**src/hdc_pkg.sv**
```systemverilog
// shared constants, field widths and types of the huffman bit-serial decoder
// depends on nothing; the other files that use it refer to it by scoped names
`timescale 1ns / 1ps
`default_nettype none

package hdc_pkg;

    // default storage configuration
    localparam int DEF_TABLE_ENTRIES = 64;
    localparam int DEF_MAX_CODE_LEN  = 16;
    localparam int DEF_SYMBOL_BITS   = 8;

    // fixed widths of the beat fields
    localparam int IDX_FIELD_W  = 6;
    localparam int LEN_FIELD_W  = 5;
    localparam int CODE_FIELD_W = 16;
    localparam int SYM_FIELD_W  = 8;

    // request codes
    localparam logic REQ_LOAD = 1'b0;
    localparam logic REQ_BIT  = 1'b1;

    // one table entry as seen by the compare unit
    typedef struct packed {
        logic [LEN_FIELD_W-1:0]  len;
        logic [CODE_FIELD_W-1:0] code;
        logic [SYM_FIELD_W-1:0]  sym;
    } entry_t;

endpackage

`default_nettype wire

```
**src/hdc_ram.sv**
```systemverilog
// generic single write, single read ram with registered read data
// depends on nothing
`timescale 1ns / 1ps
`default_nettype none

module hdc_ram #(
    parameter int WIDTH = 8,
    parameter int DEPTH = 64,
    localparam int AW = $clog2(DEPTH)
) (
    input  wire logic             clk,
    input  wire logic             wr_en,
    input  wire logic [AW-1:0]    wr_addr,
    input  wire logic [WIDTH-1:0] wr_data,
    input  wire logic             rd_en,
    input  wire logic [AW-1:0]    rd_addr,
    output logic      [WIDTH-1:0] rd_data
);

    logic [WIDTH-1:0] mem [DEPTH];

    always_ff @(posedge clk)
    begin
        if (wr_en)
        begin
            mem[wr_addr] <= wr_data;
        end
        if (rd_en)
        begin
            rd_data <= mem[rd_addr];
        end
    end

endmodule

`default_nettype wire

```
**src/hdc_code_table.sv**
```systemverilog
// code table: per-entry valid bits plus one ram holding length, code and symbol
// depends on hdc_pkg and hdc_ram
`timescale 1ns / 1ps
`default_nettype none

module hdc_code_table #(
    parameter int TABLE_ENTRIES = hdc_pkg::DEF_TABLE_ENTRIES,
    parameter int SYMBOL_BITS   = hdc_pkg::DEF_SYMBOL_BITS,
    localparam int IDX_W = $clog2(TABLE_ENTRIES)
) (
    input  wire logic                             clk,
    input  wire logic                             rst_n,
    input  wire logic                             wr_en,
    input  wire logic [hdc_pkg::IDX_FIELD_W-1:0]  wr_index,
    input  wire logic [hdc_pkg::LEN_FIELD_W-1:0]  wr_len,
    input  wire logic [hdc_pkg::CODE_FIELD_W-1:0] wr_code,
    input  wire logic [hdc_pkg::SYM_FIELD_W-1:0]  wr_sym,
    input  wire logic                             rd_en,
    input  wire logic [IDX_W-1:0]                 rd_addr,
    output hdc_pkg::entry_t                       rd_entry
);

    localparam int RAM_W = hdc_pkg::LEN_FIELD_W + hdc_pkg::CODE_FIELD_W + SYMBOL_BITS;

    logic [TABLE_ENTRIES-1:0] valid_reg;
    logic                     rd_valid_reg;
    logic                     wr_ok;
    logic [IDX_W-1:0]         wr_addr;
    logic [RAM_W-1:0]         wr_word;
    logic [RAM_W-1:0]         rd_word;
    logic [SYMBOL_BITS-1:0]   sym_masked;

    // slots beyond the table are dropped
    assign wr_ok      = wr_en && (32'(wr_index) < TABLE_ENTRIES);
    assign wr_addr    = IDX_W'(wr_index);
    assign sym_masked = SYMBOL_BITS'(wr_sym);
    assign wr_word    = {wr_len, wr_code, sym_masked};

    always_ff @(posedge clk or negedge rst_n)
    begin
        if (!rst_n)
        begin
            valid_reg    <= '0;
            rd_valid_reg <= 1'b0;
        end
        else
        begin
            if (wr_ok)
            begin
                valid_reg[wr_addr] <= 1'b1;
            end
            if (rd_en)
            begin
                rd_valid_reg <= valid_reg[rd_addr];
            end
        end
    end

    hdc_ram #(
        .WIDTH (RAM_W),
        .DEPTH (TABLE_ENTRIES)
    ) u_ram (
        .clk     (clk),
        .wr_en   (wr_ok),
        .wr_addr (wr_addr),
        .wr_data (wr_word),
        .rd_en   (rd_en),
        .rd_addr (rd_addr),
        .rd_data (rd_word)
    );

    // never-written slot reads as empty
    always_comb
    begin
        rd_entry.len  = rd_valid_reg
                      ? rd_word[RAM_W-1 -: hdc_pkg::LEN_FIELD_W]
                      : '0;
        rd_entry.code = rd_word[SYMBOL_BITS +: hdc_pkg::CODE_FIELD_W];
        rd_entry.sym  = hdc_pkg::SYM_FIELD_W'(rd_word[SYMBOL_BITS-1:0]);
    end

endmodule

`default_nettype wire

```
**src/hdc_match_unit.sv**
```systemverilog
// shared compare unit: checks one table entry against the bit accumulator
// depends on hdc_pkg
`timescale 1ns / 1ps
`default_nettype none

module hdc_match_unit #(
    parameter int MAX_CODE_LEN = hdc_pkg::DEF_MAX_CODE_LEN,
    localparam int CNT_W = $clog2(MAX_CODE_LEN + 1)
) (
    input  wire hdc_pkg::entry_t         entry,
    input  wire logic [MAX_CODE_LEN-1:0] acc,
    input  wire logic [CNT_W-1:0]        count,
    output logic                         hit
);

    localparam int LW = (CNT_W > hdc_pkg::LEN_FIELD_W) ? CNT_W : hdc_pkg::LEN_FIELD_W;
    localparam int CW = (MAX_CODE_LEN > hdc_pkg::CODE_FIELD_W)
                      ? MAX_CODE_LEN : hdc_pkg::CODE_FIELD_W;

    logic [CW-1:0] mask;
    logic          len_eq;
    logic          code_eq;

    always_comb
    begin
        mask    = ~({CW{1'b1}} << count);
        len_eq  = (LW'(entry.len) == LW'(count));
        code_eq = ((CW'(entry.code) & mask) == CW'(acc));
        hit     = len_eq && code_eq;
    end

endmodule

`default_nettype wire

```
**src/huffman_bit_serial_decoder_core.sv**
```systemverilog
// top level of the huffman bit-serial decoder: sequencer, bit accumulator, result register
// depends on hdc_pkg, hdc_code_table and hdc_match_unit
`timescale 1ns / 1ps
`default_nettype none

// A beat is taken at a clock edge where start is high and busy is low. A load beat
// (req_type 0) writes one code table slot at that edge and gives no result;
// busy never rises for it. A bit beat (req_type 1) shifts code_bit into the
// accumulator and then walks the table one slot per cycle through its single read
// port; busy stays high for the whole walk and no beat is taken before it ends.
// A match at a slot ends the walk early. When a beat decodes a symbol, or ends in
// an error (accumulator full, or a final bit left unmatched), result_valid pulses
// for exactly one cycle with symbol, code_length and no_match_error; the receiver
// cannot stall it and must take it in that cycle. Bit beats that leave code bits
// pending give no result. The table is cleared at reset without any sweep, so the
// block takes beats right after reset.

module huffman_bit_serial_decoder_core #(
    parameter int TABLE_ENTRIES = hdc_pkg::DEF_TABLE_ENTRIES,
    parameter int MAX_CODE_LEN  = hdc_pkg::DEF_MAX_CODE_LEN,
    parameter int SYMBOL_BITS   = hdc_pkg::DEF_SYMBOL_BITS
) (
    input  wire logic                             clk,
    input  wire logic                             rst_n,
    input  wire logic                             start,
    output logic                                  busy,
    input  wire logic                             req_type,
    input  wire logic [hdc_pkg::IDX_FIELD_W-1:0]  entry_index,
    input  wire logic [hdc_pkg::LEN_FIELD_W-1:0]  entry_length,
    input  wire logic [hdc_pkg::CODE_FIELD_W-1:0] entry_code,
    input  wire logic [hdc_pkg::SYM_FIELD_W-1:0]  entry_symbol,
    input  wire logic                             code_bit,
    input  wire logic                             final_bit,
    output logic                                  result_valid,
    output logic [hdc_pkg::SYM_FIELD_W-1:0]       symbol,
    output logic [hdc_pkg::LEN_FIELD_W-1:0]       code_length,
    output logic                                  no_match_error
);

    localparam int IDX_W = $clog2(TABLE_ENTRIES);
    localparam int CNT_W = $clog2(MAX_CODE_LEN + 1);
    localparam logic [IDX_W-1:0] LAST_IDX = IDX_W'(TABLE_ENTRIES - 1);
    localparam logic [CNT_W-1:0] FULL_CNT = CNT_W'(MAX_CODE_LEN);

    // one-hot sequencer states
    typedef enum logic [1:0] {
        ST_IDLE = 2'b01,
        ST_SCAN = 2'b10
    } state_t;

    state_t                         state_reg,   state_next;
    logic [MAX_CODE_LEN-1:0]        acc_reg,     acc_next;
    logic [CNT_W-1:0]               count_reg,   count_next;
    logic                           fin_reg,     fin_next;
    logic [IDX_W-1:0]               issue_reg,   issue_next;
    logic                           issued_reg,  issued_next;   // every slot read issued
    logic                           pend_reg,    pend_next;     // ram data is a live slot
    logic                           res_vld_reg, res_vld_next;
    logic [hdc_pkg::SYM_FIELD_W-1:0] sym_reg,    sym_next;
    logic [hdc_pkg::LEN_FIELD_W-1:0] len_reg,    len_next;
    logic                           err_reg,     err_next;

    logic            accept;
    logic            load_beat;
    logic            rd_en;
    logic            hit;
    hdc_pkg::entry_t cur_entry;

    assign busy           = (state_reg != ST_IDLE);
    assign accept         = start && !busy;
    assign load_beat      = accept && (req_type == hdc_pkg::REQ_LOAD);
    assign rd_en          = (state_reg == ST_SCAN) && !issued_reg;
    assign result_valid   = res_vld_reg;
    assign symbol         = sym_reg;
    assign code_length    = len_reg;
    assign no_match_error = err_reg;

    // table storage, one slot read per cycle
    hdc_code_table #(
        .TABLE_ENTRIES (TABLE_ENTRIES),
        .SYMBOL_BITS   (SYMBOL_BITS)
    ) u_table (
        .clk      (clk),
        .rst_n    (rst_n),
        .wr_en    (load_beat),
        .wr_index (entry_index),
        .wr_len   (entry_length),
        .wr_code  (entry_code),
        .wr_sym   (entry_symbol),
        .rd_en    (rd_en),
        .rd_addr  (issue_reg),
        .rd_entry (cur_entry)
    );

    // the one compare unit, reused for every slot
    hdc_match_unit #(
        .MAX_CODE_LEN (MAX_CODE_LEN)
    ) u_match (
        .entry (cur_entry),
        .acc   (acc_reg),
        .count (count_reg),
        .hit   (hit)
    );

    always_comb
    begin
        state_next   = state_reg;
        acc_next     = acc_reg;
        count_next   = count_reg;
        fin_next     = fin_reg;
        issue_next   = issue_reg;
        issued_next  = issued_reg;
        pend_next    = pend_reg;
        res_vld_next = 1'b0;
        sym_next     = sym_reg;
        len_next     = len_reg;
        err_next     = err_reg;

        unique case (state_reg)
            ST_IDLE:
            begin
                if (accept && (req_type == hdc_pkg::REQ_BIT))
                begin
                    // top bit is always clear here, since count is below full
                    acc_next    = {acc_reg[MAX_CODE_LEN-2:0], code_bit};
                    count_next  = count_reg + 1'b1;
                    fin_next    = final_bit;
                    issue_next  = '0;
                    issued_next = 1'b0;
                    pend_next   = 1'b0;
                    state_next  = ST_SCAN;
                end
            end
            ST_SCAN:
            begin
                // read pipeline: issue the next slot while the previous one compares
                pend_next   = !issued_reg;
                issued_next = issued_reg || (issue_reg == LAST_IDX);
                if (!issued_reg && (issue_reg != LAST_IDX))
                begin
                    issue_next = issue_reg + 1'b1;
                end

                if (pend_reg && hit)
                begin
                    res_vld_next = 1'b1;
                    sym_next     = cur_entry.sym;
                    len_next     = hdc_pkg::LEN_FIELD_W'(count_reg);
                    err_next     = 1'b0;
                    acc_next     = '0;
                    count_next   = '0;
                    state_next   = ST_IDLE;
                end
                else if (pend_reg && issued_reg)
                begin
                    // last slot compared with no match
                    if ((count_reg >= FULL_CNT) || fin_reg)
                    begin
                        res_vld_next = 1'b1;
                        sym_next     = '0;
                        len_next     = hdc_pkg::LEN_FIELD_W'(count_reg);
                        err_next     = 1'b1;
                        acc_next     = '0;
                        count_next   = '0;
                    end
                    state_next = ST_IDLE;
                end
            end
            default:
            begin
                state_next = ST_IDLE;
            end
        endcase
    end

    always_ff @(posedge clk or negedge rst_n)
    begin
        if (!rst_n)
        begin
            state_reg   <= ST_IDLE;
            acc_reg     <= '0;
            count_reg   <= '0;
            fin_reg     <= 1'b0;
            issue_reg   <= '0;
            issued_reg  <= 1'b0;
            pend_reg    <= 1'b0;
            res_vld_reg <= 1'b0;
        end
        else
        begin
            state_reg   <= state_next;
            acc_reg     <= acc_next;
            count_reg   <= count_next;
            fin_reg     <= fin_next;
            issue_reg   <= issue_next;
            issued_reg  <= issued_next;
            pend_reg    <= pend_next;
            res_vld_reg <= res_vld_next;
        end
    end

    // result payload, qualified by result_valid
    always_ff @(posedge clk)
    begin
        sym_reg <= sym_next;
        len_reg <= len_next;
        err_reg <= err_next;
    end

endmodule

`default_nettype wire

```
**config.mk**
```make
export PLATFORM = sky130hd
export DESIGN_NAME = huffman_bit_serial_decoder_core
export DESIGN_NICKNAME = d
export VERILOG_FILES = /design/src/hdc_pkg.sv /design/src/hdc_ram.sv /design/src/hdc_code_table.sv /design/src/hdc_match_unit.sv /design/src/huffman_bit_serial_decoder_core.sv
export SDC_FILE = /design/constraint.sdc
export NUM_CORES = 2
export LEC_CHECK = 0
export ABC_AREA = 1
export BUFFER_PORTS_ARGS = -buffer_cell sky130_fd_sc_hd__buf_4
export CAP_MARGIN = 25
export CORE_ASPECT_RATIO = 0.5
export CORE_MARGIN = 5
export CORE_UTILIZATION = 40
export CTS_BUF_LIST = sky130_fd_sc_hd__clkbuf_8
export DETAILED_ROUTE_END_ITERATION = 10
export PLACE_DENSITY = 0.54
export SETUP_SLACK_MARGIN = 0.5
export SLEW_MARGIN = 0
export SYNTH_ARGS = -nofsm -noshare
export SYNTH_HDL_FRONTEND = slang
export SYNTH_SLANG_ARGS = --single-unit
```
**constraint.sdc**
```tcl
create_clock -name clk -period 3.2 [get_ports clk]
set_clock_uncertainty 0.2 [all_clocks]
set_input_delay 0.16 -clock clk [delete_from_list [all_inputs] [get_ports clk]]
set_output_delay 0.16 -clock clk [all_outputs]
set_load 0.005 [all_outputs]
```
==> qor.csv <==
stage,metric,value,unit
synth,post_synth_num_cell_types,41,
clock_tree,clockBufferDepth,4,
drt,drt_iter0_drc,7220,
drt,post-route-drc-count,0,
timing,setup_violation_total_in_the_final_timing_report,0,
drt,antenna_violating_nets_post_route,0,
clock_tree,root_buffer,clkbuf_8,
placed_design,placement.cell_area,84490,µm²
worst_setup_path,crit_chain,buf_12 -> buf_16 -> buf_8 -> buf_12 -> o21ai_2 -> o221ai_1 -> nand3_1 -> nand4_1 -> nand3_1 -> buf_4 -> nand2_1,
layout,final_net_count,6404,
worst_hold_path,min-delay-path-class,input port to flip-flop,
global_routing,grt_antenna_before_repair,22,
worst_setup_path,start_kind,flip-flop,
clock_tree,cts-buffers-inserted,302,
die,initial_core_util,40.36,%
placed_design,io_buffers,56,
timing,slew_headroom,32.63,%
die,design.portCount,57,
worst_setup_path,cp_num_cells,11,
synth,netlist.top_cell.by_area,edfxtp_1,
die,die_width,635.5,µm
timing,final.period_utilization,93.75,%
synth,synth_sequential_area_ratio,76.02,%
global_routing,grt.overflow.total,0,
drt,route.final.wire_length,271.3,mm
die,overall_die_area,205100,µm²
placed_design,gp_routability_congestion,0.8565,
clock_tree,clk-insertion-delay-late,0.92,ns
layout,largest_register_ffs,1856,
synth,synth_area,78240,µm²
drt,via_per_inst,5.924,
global_routing,largest_net_degree_at_the_start_of_global_routing,88,
die,coreArea,193800,µm²
timing,fmax,333.3,MHz
worst_setup_path,regToRegStartpoint,issue_reg[0],
layout,area_growth_syn_to_layout,20.68,%
pwr,design_power_total,74180,µW
worst_hold_path,holdCritStartpoint,entry_code[5],
synth,commonest_cells_post_synth,"edfxtp_1 (1899), nor2_1 (1070), o21ai_0 (1007)",
worst_setup_path,path_buf_inv,5,
layout,final_cell_area,94420,µm²
placed_design,post-dp-hpwl,141.2,mm
synth,synthesis.yosys.warnings,0,
worst_hold_path,holdPathEnd,u_table.u_ram.mem[55][13],
timing,worst_hold_margin,0.2148,ns
pwr,leakage,0.03152,µW
worst_setup_path,setup.worst_path.class,flip-flop to flip-flop,
die,std_cell_rows,114,
worst_setup_path,critical_path.max_stage_delay,0.57,ns
timing,worst-slew-pin-transition,1.008,ns
global_routing,grt_usage,24.88,%
die,die-height,322.7,µm
synth,syn_area_per_cell,13.23,µm²
layout,num-fill-cells,16740,
clock_tree,clk_pin_slew,0.07,ns
synth,ys_async_sr_fraction,4.907,%
synth,synth_top_area_share,72.89,%
clock_tree,tritoncts,done,
status,run_status,completed,
timing,final_hold_viol_count,0,
synth,cell_with_the_most_instances_after_synthesis,edfxtp_1,
worst_hold_path,min_path_cells,2,
pwr,power.ir.vdd_worst,0.4104,mV
run,drv_cap,0,
worst_setup_path,reg2reg_slack,0.20,ns
worst_setup_path,endpoint_kind,flip-flop,
drt,route.detailed.wl_per_inst,29.49,µm
layout,drive_above_1_share,18.12,%
worst_setup_path,rr_worst_depth,11,
synth,syn-instance-count,5912,
worst_setup_path,critical_path.reg2reg.endpoint,u_table.u_ram.rd_data[3],
synth,synth_edf_count,1899,
timing,final-max-slew-violation-count,0,
clock_tree,ctsHtreeMaxLevel,5,
global_routing,grt_first_pass_wirelength,371.3,mm
worst_setup_path,critical-path-top-delay-family,simple AND/OR/NAND/NOR gates,
worst_setup_path,required,3.63,ns
pwr,powerDensity,785.7,nW/µm²
synth,syn_nets,5959,
global_routing,vias_in_the_first_global_route,51190,
worst_setup_path,critical-path-slowest-cell,dfrtp_4,
drt,via_count,54500,
synth,synth.top_cells.by_area,"edfxtp_1 (73%), o21ai_0 (6.4%), nor2_1 (5.1%), dfrtp_1 (3.1%), o22ai_1 (2.3%)",
timing,grt_setup_unrepaired,yes,
worst_setup_path,cp_arrival,3.43,ns
synth,synth_ff_type,edfxtp_1,
drt,drt_pass_1_iters,6,
synth,synth_seq_cells,1997,
clock_tree,cts_num_sinks,1997,
timing,period_minus_slack,3.000,ns
worst_setup_path,largest_fanout_on_the_critical_path,28,
[power breakdown]
part | internal [µW] | total, µW | switching [µW]
logic | 9110 | 25200 | 16100
clock network | 9600 | 19500 | 9880
registers | 29100 | 29500 | 391
total | 47800 | 74200 | 26300
[cells by family (layout without fill, tap and decap cells)]
logic type / count (synthesis) / in the layout / share of synthesized area (%)
XOR/XNOR: 3 / 3 / 0.03359
AO/OA/AOI/OAI: 1605 / 1605 / 11.79
AND/OR/NAND/NOR: 1792 / 1793 / 9.429
adder cells (fa/ha/maj): 6 / 6 / 0.09595
buffers and inverters: 508 / 1179 / 2.613
multiplexers: 1 / 1 / 0.01439
flip-flops: 1997 / 1997 / 76.02
other: 0 / 6 / 0
[timing repair]
| action | in CTS | in global routing |
|---|---|---|
| endpoints found under the setup margin | 543 | 67 |
| endpoints found under the hold margin | 3366 | 0 |
| hold buffers | 53 | 0 |
| gates resized for setup | 220 | 273 |
| pin swaps | 101 | 169 |
| gates cloned | 21 | 39 |
| setup buffers | 67 | 37 |
[area by class of cell]
cell class              count  area [µm²]  share of cell area [%]
repair buffers            564        7654                   8.106
flip-flops and latches   1997       59500                   63.01
multi-input cells        3408       18220                   19.30
clock buffers             323        4446                   4.708
diodes                      6       15.01                 0.01590
repair inverters            3       26.28                 0.02783
clock inverters           208       932.1                  0.9872
inverters                  81       360.3                  0.3816
well taps                2610        3266                   3.459
[routing by layer]
| layer | part of all wire (%) | wire [µm] | global-route usage (%) | vias to the layer above |
|---|---|---|---|---|
| met2 | 43 | 117800 | 37.14 | 3124 |
| met3 | 11 | 30810 | 5.290 | 433 |
| li1 | - | - | - | 23110 |
| met1 | 43 | 115900 | 37.07 | 27820 |
| met4 | 2.5 | 6734 | 6.690 | 6 |
| met5 | 0.013 | 36 | 0 | - |
[metrics by stage]
stage / util (%) / worst slack, ns / setup TNS, ns / cells
2_1_floorplan: - / 0.1037 / 0 / 5912
3_3_place_gp: 43.58 / 0.05126 / 0 / 8446
3_5_place_dp: 43.58 / -0.003409 / -0.003409 / 8446
4_1_cts: 47.65 / 0.3358 / 0 / 9118
5_1_grt: 48.70 / 0.2638 / 0 / 9195
6_report: 48.71 / 0.2000 / 0 / 9200
[worst max-delay path by stage]
stage                       from                         to  slack, ns
floorplan           state_reg[0]    u_table.u_ram.mem[0][0]       0.10
global placement    issue_reg[1]   u_table.u_ram.rd_data[3]       0.05
detailed placement  issue_reg[1]   u_table.u_ram.rd_data[3]     -0.003
CTS                 issue_reg[0]   u_table.u_ram.rd_data[3]       0.34
global route        issue_reg[0]  u_table.u_ram.rd_data[19]       0.26
finish              issue_reg[0]   u_table.u_ram.rd_data[3]       0.20
[cell usage in the layout, fill, tap and decap left out, types with 41 or more instances in the layout]
cell,instances
o221ai_1,151
buf_4,256
dlygate4sd3_1,52
inv_1,200
o21ai_1,85
dfrtp_1,88
edfxtp_1,1899
or2_2,41
clkbuf_8,323
o22ai_1,277
nor2_4,79
nor2_1,964
nand3_1,142
nand4_1,90
clkinv_1,55
o211ai_1,74
nand3_2,42
o21ai_0,887
buf_12,146
nand2_1,373
Power figures use the tool's default switching activity.
